`config.mk`:
```
export PLATFORM = sky130hd
export DESIGN_NAME = i2c_master_transaction_engine
export DESIGN_NICKNAME = d
export VERILOG_FILES = /design/src/sv/i2cm_pkg.sv /design/src/sv/i2cm_fifo.sv /design/src/sv/i2cm_engine.sv /design/src/sv/i2c_master_transaction_engine.sv
export SDC_FILE = /design/constraint.sdc
export NUM_CORES = 1
export LEC_CHECK = 0
export BUFFER_PORTS_ARGS = -buffer_cell sky130_fd_sc_hd__buf_4
export CORE_ASPECT_RATIO = 2
export CORE_MARGIN = 2
export CORE_UTILIZATION = 33
export CTS_CLUSTER_SIZE = 24
export DETAILED_ROUTE_END_ITERATION = 16
export GPL_TIMING_DRIVEN = 1
export PLACE_DENSITY = 0.59
export SYNTH_ARGS = -nofsm -noshare
export SYNTH_HDL_FRONTEND = slang
export SYNTH_HIERARCHICAL = 1
export SYNTH_SLANG_ARGS = --single-unit
```
`constraint.sdc`:
```
create_clock -name clk -period 24.7 [get_ports clk]
set_input_delay 7.41 -clock clk [delete_from_list [all_inputs] [get_ports clk]]
set_output_delay 7.41 -clock clk [all_outputs]
set_load 0.005 [all_outputs]
```
`src/sv/i2cm_pkg.sv`:
```
// Package for the I2C master transaction engine: widths, codes, phases.
// No dependencies.
`timescale 1ns / 1ps
package i2cm_pkg;
  localparam int FifoDepth = 16;
  localparam int FifoAw = $clog2(FifoDepth);
  localparam int FillW = $clog2(FifoDepth + 1);
  localparam logic [12:0] HalfMax = 13'd4096;

  typedef enum logic [1:0] {ACT_TICK = 2'd0, ACT_START = 2'd1, ACT_PUSH = 2'd2,
                            ACT_NONE = 2'd3} action_t;
  typedef enum logic [1:0] {ERR_NONE = 2'd0, ERR_NAK = 2'd1, ERR_TIMEOUT = 2'd2,
                            ERR_ARB = 2'd3} err_t;
  typedef enum logic [1:0] {K_ADDR_W = 2'd0, K_DATA_W = 2'd1, K_ADDR_R = 2'd2,
                            K_DATA_R = 2'd3} kind_t;
  typedef enum logic [4:0] {
    P_IDLE, P_SA_UP, P_SA_CHK, P_SA_LOW, P_SA_SCL, P_SA_DONE,
    P_B_SETUP, P_B_SCLUP, P_B_SCLCHK, P_B_SAMPLE, P_B_END,
    P_RS_UP, P_RS_CHK, P_RS_SCLUP, P_RS_SCLCHK,
    P_SP_LOW, P_SP_SCLUP, P_SP_SCLCHK, P_SP_SDAUP, P_SP_SDACHK, P_SP_END
  } phase_t;

  typedef struct packed {
    logic [1:0] action;
    logic [6:0] target_address;
    logic [4:0] write_count;
    logic [7:0] read_count;
    logic       allow_last_nak;
    logic       nak_last_read;
    logic [7:0] data_byte;
    logic       sda_level;
    logic       scl_level;
  } in_item_t;

  typedef struct packed {
    logic       sda_release;
    logic       scl_release;
    logic [7:0] read_byte;
    logic       read_valid;
    logic       busy_res;
    logic       done_res;
    logic       success;
    logic [1:0] error_code;
  } out_item_t;
endpackage

```
`src/sv/i2cm_fifo.sv`:
```
// Write-byte FIFO of the I2C engine, flip-flop storage, same-cycle read.
// Depends on i2cm_pkg.
`timescale 1ns / 1ps
module i2cm_fifo import i2cm_pkg::*; (
  input  logic       clk,
  input  logic       rst,
  input  logic       push,
  input  logic [7:0] push_data,
  input  logic       pop,
  output logic       empty,
  output logic [7:0] head_data
);
  logic [7:0] mem [FifoDepth];
  logic [FifoAw-1:0] head, tail;
  logic [FillW-1:0] fill;
  logic do_push, do_pop;

  assign do_push = push && (fill < FillW'(FifoDepth));
  // a push into an empty FIFO is visible to a pop on the same tick
  assign empty = (fill == '0) && !push;
  assign do_pop = pop && !empty;
  assign head_data = (fill == '0) ? push_data : mem[head];

  always_ff @(posedge clk) begin
    if (do_push) mem[tail] <= push_data;
    if (rst) begin
      head <= '0;
      tail <= '0;
      fill <= '0;
    end else begin
      if (do_push) tail <= (tail == FifoAw'(FifoDepth - 1)) ? '0 : tail + 1'b1;
      if (do_pop) head <= (head == FifoAw'(FifoDepth - 1)) ? '0 : head + 1'b1;
      fill <= fill + FillW'(do_push) - FillW'(do_pop);
    end
  end
endmodule

```
`src/sv/i2cm_engine.sv`:
```
// Bus sequencer of the I2C engine: one pass of the state machine per tick.
// Depends on i2cm_pkg; reads the FIFO head and its empty flag.
`timescale 1ns / 1ps
module i2cm_engine import i2cm_pkg::*; (
  input  logic       clk,
  input  logic       rst,
  input  logic       step,
  input  in_item_t   item,
  input  logic [12:0] half_period_ticks,
  input  logic [7:0] max_stretch_tries,
  input  logic       fifo_empty,
  input  logic [7:0] fifo_data,
  output logic       fifo_pop,
  output out_item_t  res
);
  phase_t     phase, phase_next;
  logic [11:0] delay_count, delay_next;
  logic [7:0] stretch_count, stretch_next;
  logic [3:0] bit_index, bit_next;
  logic [7:0] shift_byte, shift_next;
  logic [4:0] writes_left, writes_next;
  logic [7:0] reads_left, reads_next;
  logic [1:0] pending, pending_next;
  logic [1:0] line_drive, line_next;
  logic [6:0] addr_latch, addr_next;
  logic       allow_latch, allow_next, nakr_latch, nakr_next;
  logic       ack_bit, ack_next, write_done, wdone_next;
  kind_t      kind, kind_next;
  out_item_t  r;
  logic [11:0] h_m1;
  logic [7:0] tries;
  logic       sda, scl, go, rx, txv, popped, empty_now;

  assign sda = item.sda_level;
  assign scl = item.scl_level;
  assign fifo_pop = popped;

  always_comb begin
    if (half_period_ticks == 13'd0) h_m1 = 12'd0;
    else if (half_period_ticks > HalfMax) h_m1 = 12'd4095;
    else h_m1 = 12'(half_period_ticks - 13'd1);
    tries = (max_stretch_tries == 8'd0) ? 8'd1 : max_stretch_tries;
  end

  // Unrolled run loop: each phase either returns or falls into another;
  // the chain of immediate transitions is short (at most eight hops).
  always_comb begin
    phase_next = phase; delay_next = delay_count; stretch_next = stretch_count;
    bit_next = bit_index; shift_next = shift_byte; writes_next = writes_left;
    reads_next = reads_left; pending_next = pending; line_next = line_drive;
    addr_next = addr_latch; allow_next = allow_latch; nakr_next = nakr_latch;
    ack_next = ack_bit; wdone_next = write_done; kind_next = kind;
    r = '0; popped = 1'b0; go = 1'b0; rx = 1'b0; txv = 1'b0;
    empty_now = fifo_empty;
    if (step) begin
      if (phase != P_IDLE) begin
        if (delay_count != 12'd0) delay_next = delay_count - 12'd1;
        else go = 1'b1;
      end else if (item.action == ACT_START) begin
        addr_next = item.target_address; writes_next = item.write_count;
        reads_next = item.read_count; allow_next = item.allow_last_nak;
        nakr_next = item.nak_last_read; pending_next = '0; wdone_next = 1'b0;
        stretch_next = '0; bit_next = '0; phase_next = P_SA_UP; go = 1'b1;
      end
    end
    for (int it = 0; it < 8; it++) begin
      if (go) begin
        go = 1'b0;
        rx = (kind_next == K_DATA_R) ? (bit_next < 4'd8) : (bit_next == 4'd8);
        txv = (kind_next == K_DATA_R) ? (reads_next == 8'd0 && nakr_next)
                                      : shift_next[7];
        unique case (phase_next)
          P_SA_UP: begin
            line_next[0] = 1'b1; delay_next = h_m1; phase_next = P_SA_CHK;
          end
          P_SA_CHK: begin
            if (!sda) begin
              if (wdone_next) begin
                if (pending_next == 2'd0) pending_next = ERR_ARB;
                phase_next = P_SP_LOW; go = 1'b1;
              end else begin
                r.done_res = 1'b1; r.error_code = (pending_next != 2'd0) ? pending_next
                                                                         : ERR_ARB;
                r.success = 1'b0; phase_next = P_IDLE;
              end
            end else begin
              delay_next = h_m1; phase_next = P_SA_LOW;
            end
          end
          P_SA_LOW: begin
            line_next[0] = 1'b0; delay_next = h_m1; phase_next = P_SA_SCL;
          end
          P_SA_SCL: begin
            line_next[1] = 1'b0; delay_next = h_m1; phase_next = P_SA_DONE;
          end
          P_SA_DONE: begin
            if (!wdone_next && (writes_next != 5'd0 || reads_next == 8'd0)) begin
              kind_next = K_ADDR_W; shift_next = {addr_next, 1'b0};
            end else begin
              kind_next = K_ADDR_R; shift_next = {addr_next, 1'b1};
            end
            bit_next = '0; phase_next = P_B_SETUP; go = 1'b1;
          end
          P_B_SETUP: begin
            line_next[0] = rx ? 1'b1 : txv; delay_next = h_m1; phase_next = P_B_SCLUP;
          end
          P_B_SCLUP, P_RS_SCLUP, P_SP_SCLUP: begin
            line_next[1] = 1'b1; stretch_next = '0; delay_next = h_m1;
            phase_next = (phase_next == P_B_SCLUP) ? P_B_SCLCHK :
                         (phase_next == P_RS_SCLUP) ? P_RS_SCLCHK : P_SP_SCLCHK;
          end
          P_B_SCLCHK, P_RS_SCLCHK, P_SP_SCLCHK: begin
            if (scl) begin
              delay_next = h_m1;
              phase_next = (phase_next == P_B_SCLCHK) ? P_B_SAMPLE :
                           (phase_next == P_RS_SCLCHK) ? P_SA_UP : P_SP_SDAUP;
            end else if (9'(stretch_next) + 9'd1 >= 9'(tries)) begin
              if (phase_next == P_SP_SCLCHK) begin
                r.done_res = 1'b1;
                r.error_code = (pending_next != 2'd0) ? pending_next : ERR_TIMEOUT;
                phase_next = P_IDLE;
              end else begin
                if (pending_next == 2'd0) pending_next = ERR_TIMEOUT;
                phase_next = P_SP_LOW; go = 1'b1;
              end
            end else begin
              stretch_next = stretch_next + 8'd1; delay_next = h_m1;
            end
          end
          P_B_SAMPLE: begin
            if (rx) begin
              if (bit_next < 4'd8) shift_next = {shift_next[6:0], sda};
              else ack_next = sda;
              line_next[1] = 1'b0; phase_next = P_B_END; go = 1'b1;
            end else if (txv && !sda) begin
              if (pending_next == 2'd0) pending_next = ERR_ARB;
              phase_next = P_SP_LOW; go = 1'b1;
            end else begin
              line_next[1] = 1'b0; delay_next = h_m1; phase_next = P_B_END;
            end
          end
          P_B_END: begin
            if (kind_next != K_DATA_R && bit_next < 4'd8)
              shift_next = {shift_next[6:0], 1'b0};
            bit_next = bit_next + 4'd1;
            go = 1'b1;
            if (bit_next < 4'd9) phase_next = P_B_SETUP;
            else begin
              case (kind_next)
                K_ADDR_W, K_DATA_W: begin
                  if (ack_next && (kind_next == K_ADDR_W || writes_next != 5'd0
                                   || !allow_next)) begin
                    if (pending_next == 2'd0) pending_next = ERR_NAK;
                    phase_next = P_SP_LOW;
                  end else if (writes_next != 5'd0) begin
                    writes_next = writes_next - 5'd1;
                    kind_next = K_DATA_W;
                    shift_next = empty_now ? 8'd0 : fifo_data;
                    popped = !empty_now;
                    bit_next = '0; phase_next = P_B_SETUP;
                  end else begin
                    wdone_next = 1'b1;
                    phase_next = (reads_next != 8'd0) ? P_RS_UP : P_SP_LOW;
                  end
                end
                K_ADDR_R: begin
                  if (ack_next) begin
                    if (pending_next == 2'd0) pending_next = ERR_NAK;
                    phase_next = P_SP_LOW;
                  end else begin
                    if (reads_next != 8'd0) reads_next = reads_next - 8'd1;
                    kind_next = K_DATA_R; shift_next = '0; bit_next = '0;
                    phase_next = P_B_SETUP;
                  end
                end
                default: begin
                  r.read_byte = shift_next; r.read_valid = 1'b1;
                  if (reads_next != 8'd0) begin
                    reads_next = reads_next - 8'd1;
                    kind_next = K_DATA_R; shift_next = '0; bit_next = '0;
                    phase_next = P_B_SETUP;
                  end else phase_next = P_SP_LOW;
                end
              endcase
            end
          end
          P_RS_UP: begin
            line_next[0] = 1'b1; delay_next = h_m1; phase_next = P_RS_CHK;
          end
          P_RS_CHK: begin
            if (!sda) begin
              if (pending_next == 2'd0) pending_next = ERR_ARB;
              phase_next = P_SP_LOW; go = 1'b1;
            end else begin
              delay_next = h_m1; phase_next = P_RS_SCLUP;
            end
          end
          P_SP_LOW: begin
            line_next[0] = 1'b0; delay_next = h_m1; phase_next = P_SP_SCLUP;
          end
          P_SP_SDAUP: begin
            line_next[0] = 1'b1; delay_next = h_m1; phase_next = P_SP_SDACHK;
          end
          P_SP_SDACHK: begin
            if (!sda) begin
              r.done_res = 1'b1;
              r.error_code = (pending_next != 2'd0) ? pending_next : ERR_ARB;
              phase_next = P_IDLE;
            end else begin
              delay_next = h_m1; phase_next = P_SP_END;
            end
          end
          P_SP_END: begin
            r.done_res = 1'b1; r.error_code = pending_next;
            r.success = (pending_next == 2'd0); phase_next = P_IDLE;
          end
          default: phase_next = P_IDLE;
        endcase
      end
    end
    r.sda_release = line_next[0];
    r.scl_release = line_next[1];
    r.busy_res = (phase_next != P_IDLE);
  end

  always_ff @(posedge clk) begin
    if (rst) begin
      phase <= P_IDLE; delay_count <= '0; stretch_count <= '0; bit_index <= '0;
      shift_byte <= '0; writes_left <= '0; reads_left <= '0; pending <= '0;
      line_drive <= 2'b11; addr_latch <= '0; allow_latch <= 1'b0;
      nakr_latch <= 1'b0; ack_bit <= 1'b0; write_done <= 1'b0; kind <= K_ADDR_W;
      res <= '0;
    end else if (step) begin
      phase <= phase_next; delay_count <= delay_next; stretch_count <= stretch_next;
      bit_index <= bit_next; shift_byte <= shift_next; writes_left <= writes_next;
      reads_left <= reads_next; pending <= pending_next; line_drive <= line_next;
      addr_latch <= addr_next; allow_latch <= allow_next; nakr_latch <= nakr_next;
      ack_bit <= ack_next; write_done <= wdone_next; kind <= kind_next;
      res <= r;
    end
  end
endmodule

```
`src/sv/i2c_master_transaction_engine.sv`:
```
// Top level of the I2C master transaction engine: stream ports, config,
// input unpacking, FIFO and sequencer. Depends on i2cm_pkg, i2cm_fifo, i2cm_engine.
//
// Usage: each input transaction on s_axis is one bus tick carrying an action
// (tick, start, push write byte), start parameters and sampled SDA/SCL.
// Every accepted tick gives exactly one result on m_axis: line drives,
// received byte, busy/done, success and error code.
// The result of a tick is held in the sequencer result register, then moved
// to the output register, possibly by way of the skid slot. Throughput: one tick
// per cycle while s_axis_tready is high, set by the single sequencer pass.
// A finished result may wait in the output register while the next one is
// moved into a skid slot; s_axis_tready drops while the skid slot is full
// and a further result still waits in the sequencer register.
// Reset (rst, synchronous) returns to idle with both lines released, empty FIFO,
// half period 48 ticks and stretch limit 64. The config port (cfg_we, cfg_index,
// cfg_data) is for the user to write only when idle; the block does not enforce it.
`timescale 1ns / 1ps
module i2c_master_transaction_engine import i2cm_pkg::*; (
  input  logic        clk,
  input  logic        rst,
  input  logic        s_axis_tvalid,
  output logic        s_axis_tready,
  // action[1:0], target_address[8:2], write_count[13:9], read_count[21:14],
  // allow_last_nak[22], nak_last_read[23], data_byte[31:24], sda_level[32],
  // scl_level[33], zero fill to 40
  input  logic [39:0] s_axis_tdata,
  output logic        m_axis_tvalid,
  input  logic        m_axis_tready,
  // sda_release[0], scl_release[1], read_byte[9:2], read_valid[10],
  // busy_res[11], done_res[12], success[13], error_code[15:14]
  output logic [15:0] m_axis_tdata,
  input  logic        cfg_we,
  input  logic        cfg_index,
  input  logic [12:0] cfg_data
);
  logic [12:0] half_period_ticks;
  logic [7:0]  max_stretch_tries;
  in_item_t    item;
  out_item_t   res, skid, out_reg;
  logic        out_full, skid_full, step, in_acc, out_take, res_new;
  logic        fifo_pop, fifo_empty;
  logic [7:0]  fifo_data;

  function automatic logic [15:0] res_eff_pad(input out_item_t o);
    res_eff_pad = {o.error_code, o.success, o.done_res, o.busy_res, o.read_valid,
                   o.read_byte, o.scl_release, o.sda_release};
  endfunction

  always_ff @(posedge clk) begin
    if (rst) begin
      half_period_ticks <= 13'd48;
      max_stretch_tries <= 8'd64;
    end else if (cfg_we) begin
      if (cfg_index == 1'b0) half_period_ticks <= cfg_data;
      else max_stretch_tries <= cfg_data[7:0];
    end
  end

  assign item = in_item_t'({s_axis_tdata[1:0], s_axis_tdata[8:2], s_axis_tdata[13:9],
                            s_axis_tdata[21:14], s_axis_tdata[22], s_axis_tdata[23],
                            s_axis_tdata[31:24], s_axis_tdata[32], s_axis_tdata[33]});

  // a new tick would overwrite res, so hold off while res cannot move on
  assign s_axis_tready = !(res_new && skid_full);
  assign in_acc = s_axis_tvalid && s_axis_tready;
  assign out_take = m_axis_tvalid && m_axis_tready;
  assign step = in_acc;

  i2cm_fifo u_fifo (
    .clk(clk), .rst(rst),
    .push(step && item.action == ACT_PUSH), .push_data(item.data_byte),
    .pop(fifo_pop), .empty(fifo_empty), .head_data(fifo_data)
  );

  i2cm_engine u_engine (
    .clk(clk), .rst(rst), .step(step), .item(item),
    .half_period_ticks(half_period_ticks), .max_stretch_tries(max_stretch_tries),
    .fifo_empty(fifo_empty), .fifo_data(fifo_data), .fifo_pop(fifo_pop), .res(res)
  );

  // res holds the newest result in the cycle after step; out/skid queue it
  always_ff @(posedge clk) begin
    if (rst) begin
      res_new <= 1'b0; out_full <= 1'b0; skid_full <= 1'b0;
    end else begin
      res_new <= step || (res_new && skid_full && !out_take);
      if (out_take) begin
        if (skid_full) begin
          out_reg <= skid; skid_full <= res_new;
          if (res_new) skid <= res;
        end else if (res_new) out_reg <= res;
        else out_full <= 1'b0;
      end else if (res_new && !skid_full) begin
        if (!out_full) begin
          out_reg <= res; out_full <= 1'b1;
        end else begin
          skid <= res; skid_full <= 1'b1;
        end
      end
    end
  end
  // Stall rule: with output and skid full, a result in res waits there and
  // tready stays low until the skid slot drains.
  assign m_axis_tvalid = out_full;
  assign m_axis_tdata = res_eff_pad(out_reg);

  assert property (@(posedge clk) disable iff (rst) skid_full |-> out_full)
    else $error("skid holds data while output is empty");
  assert property (@(posedge clk) disable iff (rst)
                   (out_full && !m_axis_tready) |=> $stable(m_axis_tdata))
    else $error("stalled result changed");
  assert property (@(posedge clk) disable iff (rst)
                   m_axis_tvalid && m_axis_tdata[12] |-> !m_axis_tdata[11])
    else $error("done reported while still busy");
endmodule
```
# Word-level counts from Yosys, hierarchy flattened
# Memory sizes are Yosys's and may differ from the RTL's. A register that Yosys moved wholly into a read port is not among the register bits.
# Cells that the tools add are included.
# Widths: inputs -> output; s select.
[word_totals]
ff_bits = 152
latch_bits = 0
ram_bits = 128
romBits = 0
inputBits = 59
output_inout_bits = 18
elab_cells = 1756
memories = 1
[op_classes]
addsub = 46
multipliers = 0
div_mod_pow = 0
order_cmp = 26
eq_ne = 210
n_shift = 0
n_mux = 1202
bitwise = 2
reduce_logical = 222
[memory_table]
columns = ["memory", "words", "width", "read_ports", "rd_clocked_by_memory_dff", "write_ports", "line", "text"]
rows = [
  ["u_fifo.mem", 16, 8, 1, 1, 1, "i2cm_fifo.sv:13", "logic [7:0] mem [FifoDepth];"],
]
[op_table]
columns = ["op", "count"]
rows = [
  ["$mux 8", 151],
  ["$mux 5", 143],
  ["$mux 12", 53],
  ["$pmux 5 s15", 8],
  ["$mux 4", 121],
  ["$mux 2", 236],
  ["$pmux 12 s4", 8],
  ["$pmux 8 s2", 24],
  ["$eq 5x4->1 const B", 64],
  ["$mux 9", 32],
  ["$mux 1", 287],
  ["$eq 5x5->1 const B", 40],
  ["$pmux 8 s3", 8],
  ["$eq 5x3->1 const B", 32],
  ["$mux 16", 9],
  ["$pmux 4 s2", 16],
  ["$reduce_or 3->1", 40],
  ["$pmux 2 s2", 24],
  ["$eq 5x2->1 const B", 16],
  ["$pmux 2 s5", 8],
  ["$pmux 5 s2", 8],
  ["$reduce_or 10->1", 8],
  ["$add 8x1->9 const B", 8],
  ["$ge 9x8->1", 8],
  ["other kinds (41)", 356],
]

# Logic depth before layout (Yosys ltp)
[depth]
ltp_word = 79
ltp_mapped = 40
mapped_depth_nobuf = 34

# Cells and area by module
# Netlist, hierarchy kept.
[modules_own_cells]
columns = ["mod", "instances", "cells_each", "area_each_um2", "seq_area_each_um2"]
rows = [
  ["i2cm_engine", 1, 1246, 8560.7, 1661.6],
  ["i2cm_fifo", 1, 310, 5865.6, 4184.0],
  ["i2c_master_transaction_engine", 1, 170, 2200.9, 1441.4],
]

# Worst setup path before layout
# No wires, ideal clock.
[synth_timing]
path_type = "input-to-reg"
start = "input s_axis_tvalid"
end = "register u_fifo.fill[4]"
setup_ns = 0.071
arrival_time_ns = 14.694
t_required_ns = 24.629
path_slack_ns = 9.935
cell_stages = 33
n_path_buf = 5
path_cell_list = "nand2_1 -> inv_1 -> clkbuf_1 -> nand3b_1 -> nor3_2 -> clkbuf_1 -> buf_1 -> clkbuf_1 -> buf_1 -> mux2i_1 -> ha_1 -> or4b_1 -> or4_4 -> a32o_1 -> a21oi_2 -> a31oi_4 -> clkinv_1 -> ha_1 -> a211o_1 -> o311a_4 -> nor2_1 -> a31oi_1 -> nor2_1 -> o21ai_4 -> inv_1 -> ha_1 -> inv_1 -> ha_1 -> fa_1 -> a21oi_1 -> nor2_1 -> or3_1 -> a21oi_1"
[synth_between]
elab_chain_len = 76
elab_cells_between_ends = 984
cone_classes = "add/sub (36); order compare (22); eq/ne (165); mux (631); reduce/logical (130)"
[synth_lines]
columns = ["item", "line", "text"]
rows = [
  ["from (decl)", "i2c_master_transaction_engine.sv:21", "input logic s_axis_tvalid,"],
  ["$logic_and 1x1->1 (*)", "i2c_master_transaction_engine.sv:65", "assign in_acc = s_axis_tvalid && s_axis_tready;"],
  ["via in_acc", "i2c_master_transaction_engine.sv:40", "logic out_full, skid_full, step, in_acc, out_take, res_new;"],
  ["parallel branches: the longest is 72 deep, another holds $add 8x1->9", "n/a", ""],
  ["$mux 1 (*)", "i2cm_engine.sv:67", "if (go) begin"],
  ["via fifo_pop", "i2c_master_transaction_engine.sv:41", "logic fifo_pop, fifo_empty;"],
  ["$logic_and 1x1->1 (*)", "i2cm_fifo.sv:21", "assign do_pop = pop && !empty;"],
  ["$sub 5x1->5 (*)", "i2cm_fifo.sv:33", "fill <= fill + FillW'(do_push) - FillW'(do_pop);"],
  ["to (signal assigned)", "i2cm_fifo.sv:33", ""],
  ["to (decl)", "i2cm_fifo.sv:15", "logic [FillW-1:0] fill;"],
]
# Mark *: on every way through the listed nets, which the timed path passes. The select of a mux whose other input is x is not followed.
# A chain may end at the register's enable or synchronous reset.

# Worst setup path in the final report
[layout_timing]
start = "input s_axis_tvalid"
end = "register u_engine.line_drive[0]"
[layout_between]
elab_chain_len = 70
elab_cells_between_ends = 983
cone_classes = "add/sub (33); order compare (22); eq/ne (172); mux (616); reduce/logical (140)"
[layout_lines]
columns = ["item", "line", "text"]
rows = [
  ["$logic_and 1x1->1 (*)", "i2c_master_transaction_engine.sv:65", ""],
  ["via in_acc", "i2c_master_transaction_engine.sv:40", ""],
  ["parallel branches: the longest is 69 deep, another holds $add 8x1->9", "n/a", ""],
  ["to (signal assigned)", "i2cm_engine.sv:236", "reads_left <= reads_next; pending <= pending_next; line_drive <= line_next;"],
  ["to (decl)", "i2cm_engine.sv:24", "logic [1:0] line_drive, line_next;"],
]
# Marks and branches as above.

==> flow_summary.toml <==
[place]
dpl_cell_area_um2 = 17800
gp_congestion = 1.00
post-place-ws_ns = 8.35
placed_cells = 2383
port_buffers = 70
post-dp-hpwl_um = 42700

[synth]
synth_edf_count = 160
synth_area_um2 = 16600
netlist_instances = 1726
synth_async_sr_flop_share = 0
synth.yosys.seq_area_share = 0.438
yosys_most_used_dff = "edfxtp_1"
avgSynthCellArea_um2 = 9.63
yosysWarnings = 6
ys_ff_latch = 284
ys_types = 105
synth_nets = 1819

[grt]
grt.overflow.total = 0
grt_pass1_wl_um = 84000
grt_max_degree = 55
grt_use_total = 0.213
grt_pass1_vias = 13900
antenna_found_initial = 0

[route]
ant_nets = 0
dr.pass1.iters = 5
drt_iter0_markers = 940
num_vias = 14200
wl_per_cell_um = 23.4
routed_wl_um = 56900
vias_per_cell = 5.84
route.detailed.drc = 0

[status]
status = "finished with violations"
violations = "max-capacitance violations"

[final_layout]
drive_above_1_share = 0.138
final_cells = 2429
layout_common_cells = "186 x nor2_1, 179 x nand2_1, 160 x edfxtp_1"
fill_cells = 5061
num_antenna_cells = 0
layout.cells.most_common = "nor2_1"
stdcell_area_um2 = 18600
syn2layout_area_growth_pct = 11.8
layout.nets = 1854

[power_and_ir_drop]
switchingPower_uw = 312
clockPowerShare = 0.364
power_leakage_nw = 6.52
intPower_uw = 771
combPwrFrac = 0.159
total_power_mw = 1.08
p_sw_frac = 0.288
p_per_area_nw_per_um2 = 58.2
seq_power_share = 0.477
peakVddDrop_mv = 0.0526

[timing]
final_hold_viol_count = 0
fmax_mhz = 62.2
tightest_slew_ns = 1.46
clock_skew_ns = 0.0185
final_min_period_over_clock_period = 0.651
max_slew_margin = 0.0142
finalSetupTns_ns = 0
min_period_ns = 16.08
rsz0062_at_grt = "false"
slew_violations = 0
fin_ws_ns = 8.62
setup_viol = 0

[cts]
cts_buffer_depth = 3
cts_setup_buffers = 0
cts_repair_resize_count = 0
ctsRootBufferMaster = "clkbuf_16"
h-tree-depth = 1
clk_pin_slew_ns = 0.07
cts_tree = "yes"
holdBufCountCts = 0
cts_made_buffers = 25
clock_latency_ns = 0.57
cts.sinks = 284

[floorplanning]
core-area_um2 = 49900
start_util = 0.333
die-area_um2 = 52300
die_x_um = 163
die_y_um = 321
rows = 116
io_pins = 77

[critical_path]
crit_path_max_incr_delay_ns = 0.96
cp_num_buf_inv = 2
arrival_ns = 16.49
required_ns = 25.12
critical_path_class = "primary input to register"
worstSetupStartpointType = "primary input"
slowest_stage = "nor3_4"
cp_cell_sequence = "buf_4 -> nand2_1 -> inv_1 -> nand3b_1 -> nor3_4 -> mux2i_1 -> ha_1 -> nor4b_1 -> nand2_1 -> mux2i_1 -> a21oi_1 -> a211oi_1 -> nor4b_2 -> and3_1 -> o21ai_1 -> nand2_1 -> nand3_1 -> and2_1 -> ha_1 -> o21ai_0 -> nor3_1 -> mux2_2 -> nor3_1 -> o311ai_1"
worst_setup_path_end_kind = "register"
critPathMaxFanout = 17
crit_top_cell = "nand2_1"
crit_family = "simple AND/OR/NAND/NOR gates"

[min_path]
hp-class = "register to register"

[job]
maxCapViolCount = 1
synthesized netlist by cell type, drive strengths merged, types with 6 or more instances:
master	n	area, um^2
inv	41	154
or3	12	76.3
nor3b	8	60.1
a31oi	18	128
o21a	14	105
nand2b	15	101
nand4	15	93.8
o211a	6	60.1
a21oi	132	679
a22o	7	61.3
o311ai	7	78.8
a221o	6	60.1
a21o	13	97.6
nor2b	8	57.6
nor3	62	320
or2	7	43.8
mux2	27	342
nor4	22	138
dfxtp	124	2480
edfxtp	160	4800
o21ai	83	427
o211ai	16	120
xnor2	19	166
mux4	32	721
a211o	7	61.3
a21boi	8	60.1
clkbuf	65	244
o22ai	19	125
nand3b	10	87.6
a22oi	12	90.1
or4	13	105
buf	31	204
o221ai	13	114
xor2	22	193
mux2i	50	500
ha	33	413
nand2	179	672
nor4b	10	106
and3	12	76.3
a211oi	13	97.6
o31ai	14	105
nor2	187	704
nand3	56	298
and2	38	238
final timing paths:
| path | start | endpoint | slack (ns) | cells after the start |
|---|---|---|---|---|
| hold / removal | u_engine/addr_latch[5] | u_engine/addr_latch[5] | 0.47 | 2 |
| setup reg to reg | skid_full | u_engine/line_drive[0] | 14.96 | 24 |
| hold reg to reg | u_engine/addr_latch[5] | u_engine/addr_latch[5] | 0.47 | 2 |
| setup / recovery | s_axis_tvalid | u_engine/line_drive[0] | 8.62 | 24 |
per-stage QoR:
stage / util / hold WS, ns
6_report: 0.372 / 0.470
3_5_place_dp: 0.356 / 0.453
2_1_floorplan: - / 0.417
5_1_grt: 0.372 / 0.480
4_1_cts: 0.372 / 0.470
3_3_place_gp: 0.356 / 0.446
logic make-up (layout without fill, tap and decap cells):
kind of cell             count (synthesis)  in the layout  synth area share
AND/OR/NAND/NOR                        679            679             0.205
AO/OA/AOI/OAI                          440            440             0.178
flip-flops                             284            284             0.438
buffers and inverters                  139            193            0.0366
multiplexers                           109            109            0.0940
XOR/XNOR                                41             41            0.0216
adder cells (fa/ha/maj)                 34             34            0.0260
worst reg2reg max path: cells and delay by family (launching register included):
kind,cells,cell delay [ns]
AND/OR/NAND/NOR,13,5.33
AO/OA/AOI/OAI,5,1.20
adder cells (fa/ha/maj),2,0.51
flip-flops,1,0.41
multiplexers,3,1.50
buffers and inverters,1,0.62
registers in the layout, summed over array words and instances (netlist names), 7 cells and up, named ones only:
| name | flops |
|---|---|
| skid | 16 |
| u_engine/delay_count | 12 |
| u_engine/addr_latch | 7 |
| half_period_ticks | 13 |
| u_fifo/mem | 128 |
| u_engine/shift_byte | 8 |
| u_engine/stretch_count | 8 |
| m_axis_tdata | 16 |
| u_engine/res | 16 |
| max_stretch_tries | 8 |
| u_engine/reads_left | 8 |
power groups by stage:
stage | clock network (mW) | logic, mW | registers, mW
global route | 0.422 | 0.185 | 0.517
floorplan | 0 | 0.107 | 0.524
global placement | 0 | 0.166 | 0.527
detailed placement | 0 | 0.168 | 0.527
CTS | 0.406 | 0.169 | 0.516
finish | 0.394 | 0.172 | 0.516
metal layers:
layer  vias up  part of all wire  wire length, um  global-route usage
met5         -                 0                0                   0
met2       526              0.54            30700               0.407
met1      6909              0.33            18800               0.205
met3       197             0.048             2720              0.0271
met4         0             0.081             4610               0.155
li1       6557                 -                -                   -
area by class of cell:
| cell class | instances | area (um^2) | share of cell area |
|---|---|---|---|
| multi-input cells | 1303 | 8750 | 0.470 |
| flip-flops and latches | 284 | 7290 | 0.392 |
| well taps | 649 | 812 | 0.0437 |
| repair buffers | 104 | 781 | 0.0420 |
| clock buffers | 30 | 664 | 0.0357 |
| inverters | 43 | 161 | 0.00868 |
| clock inverters | 16 | 139 | 0.00747 |
Note: power is estimated with default switching activity, not from simulation.
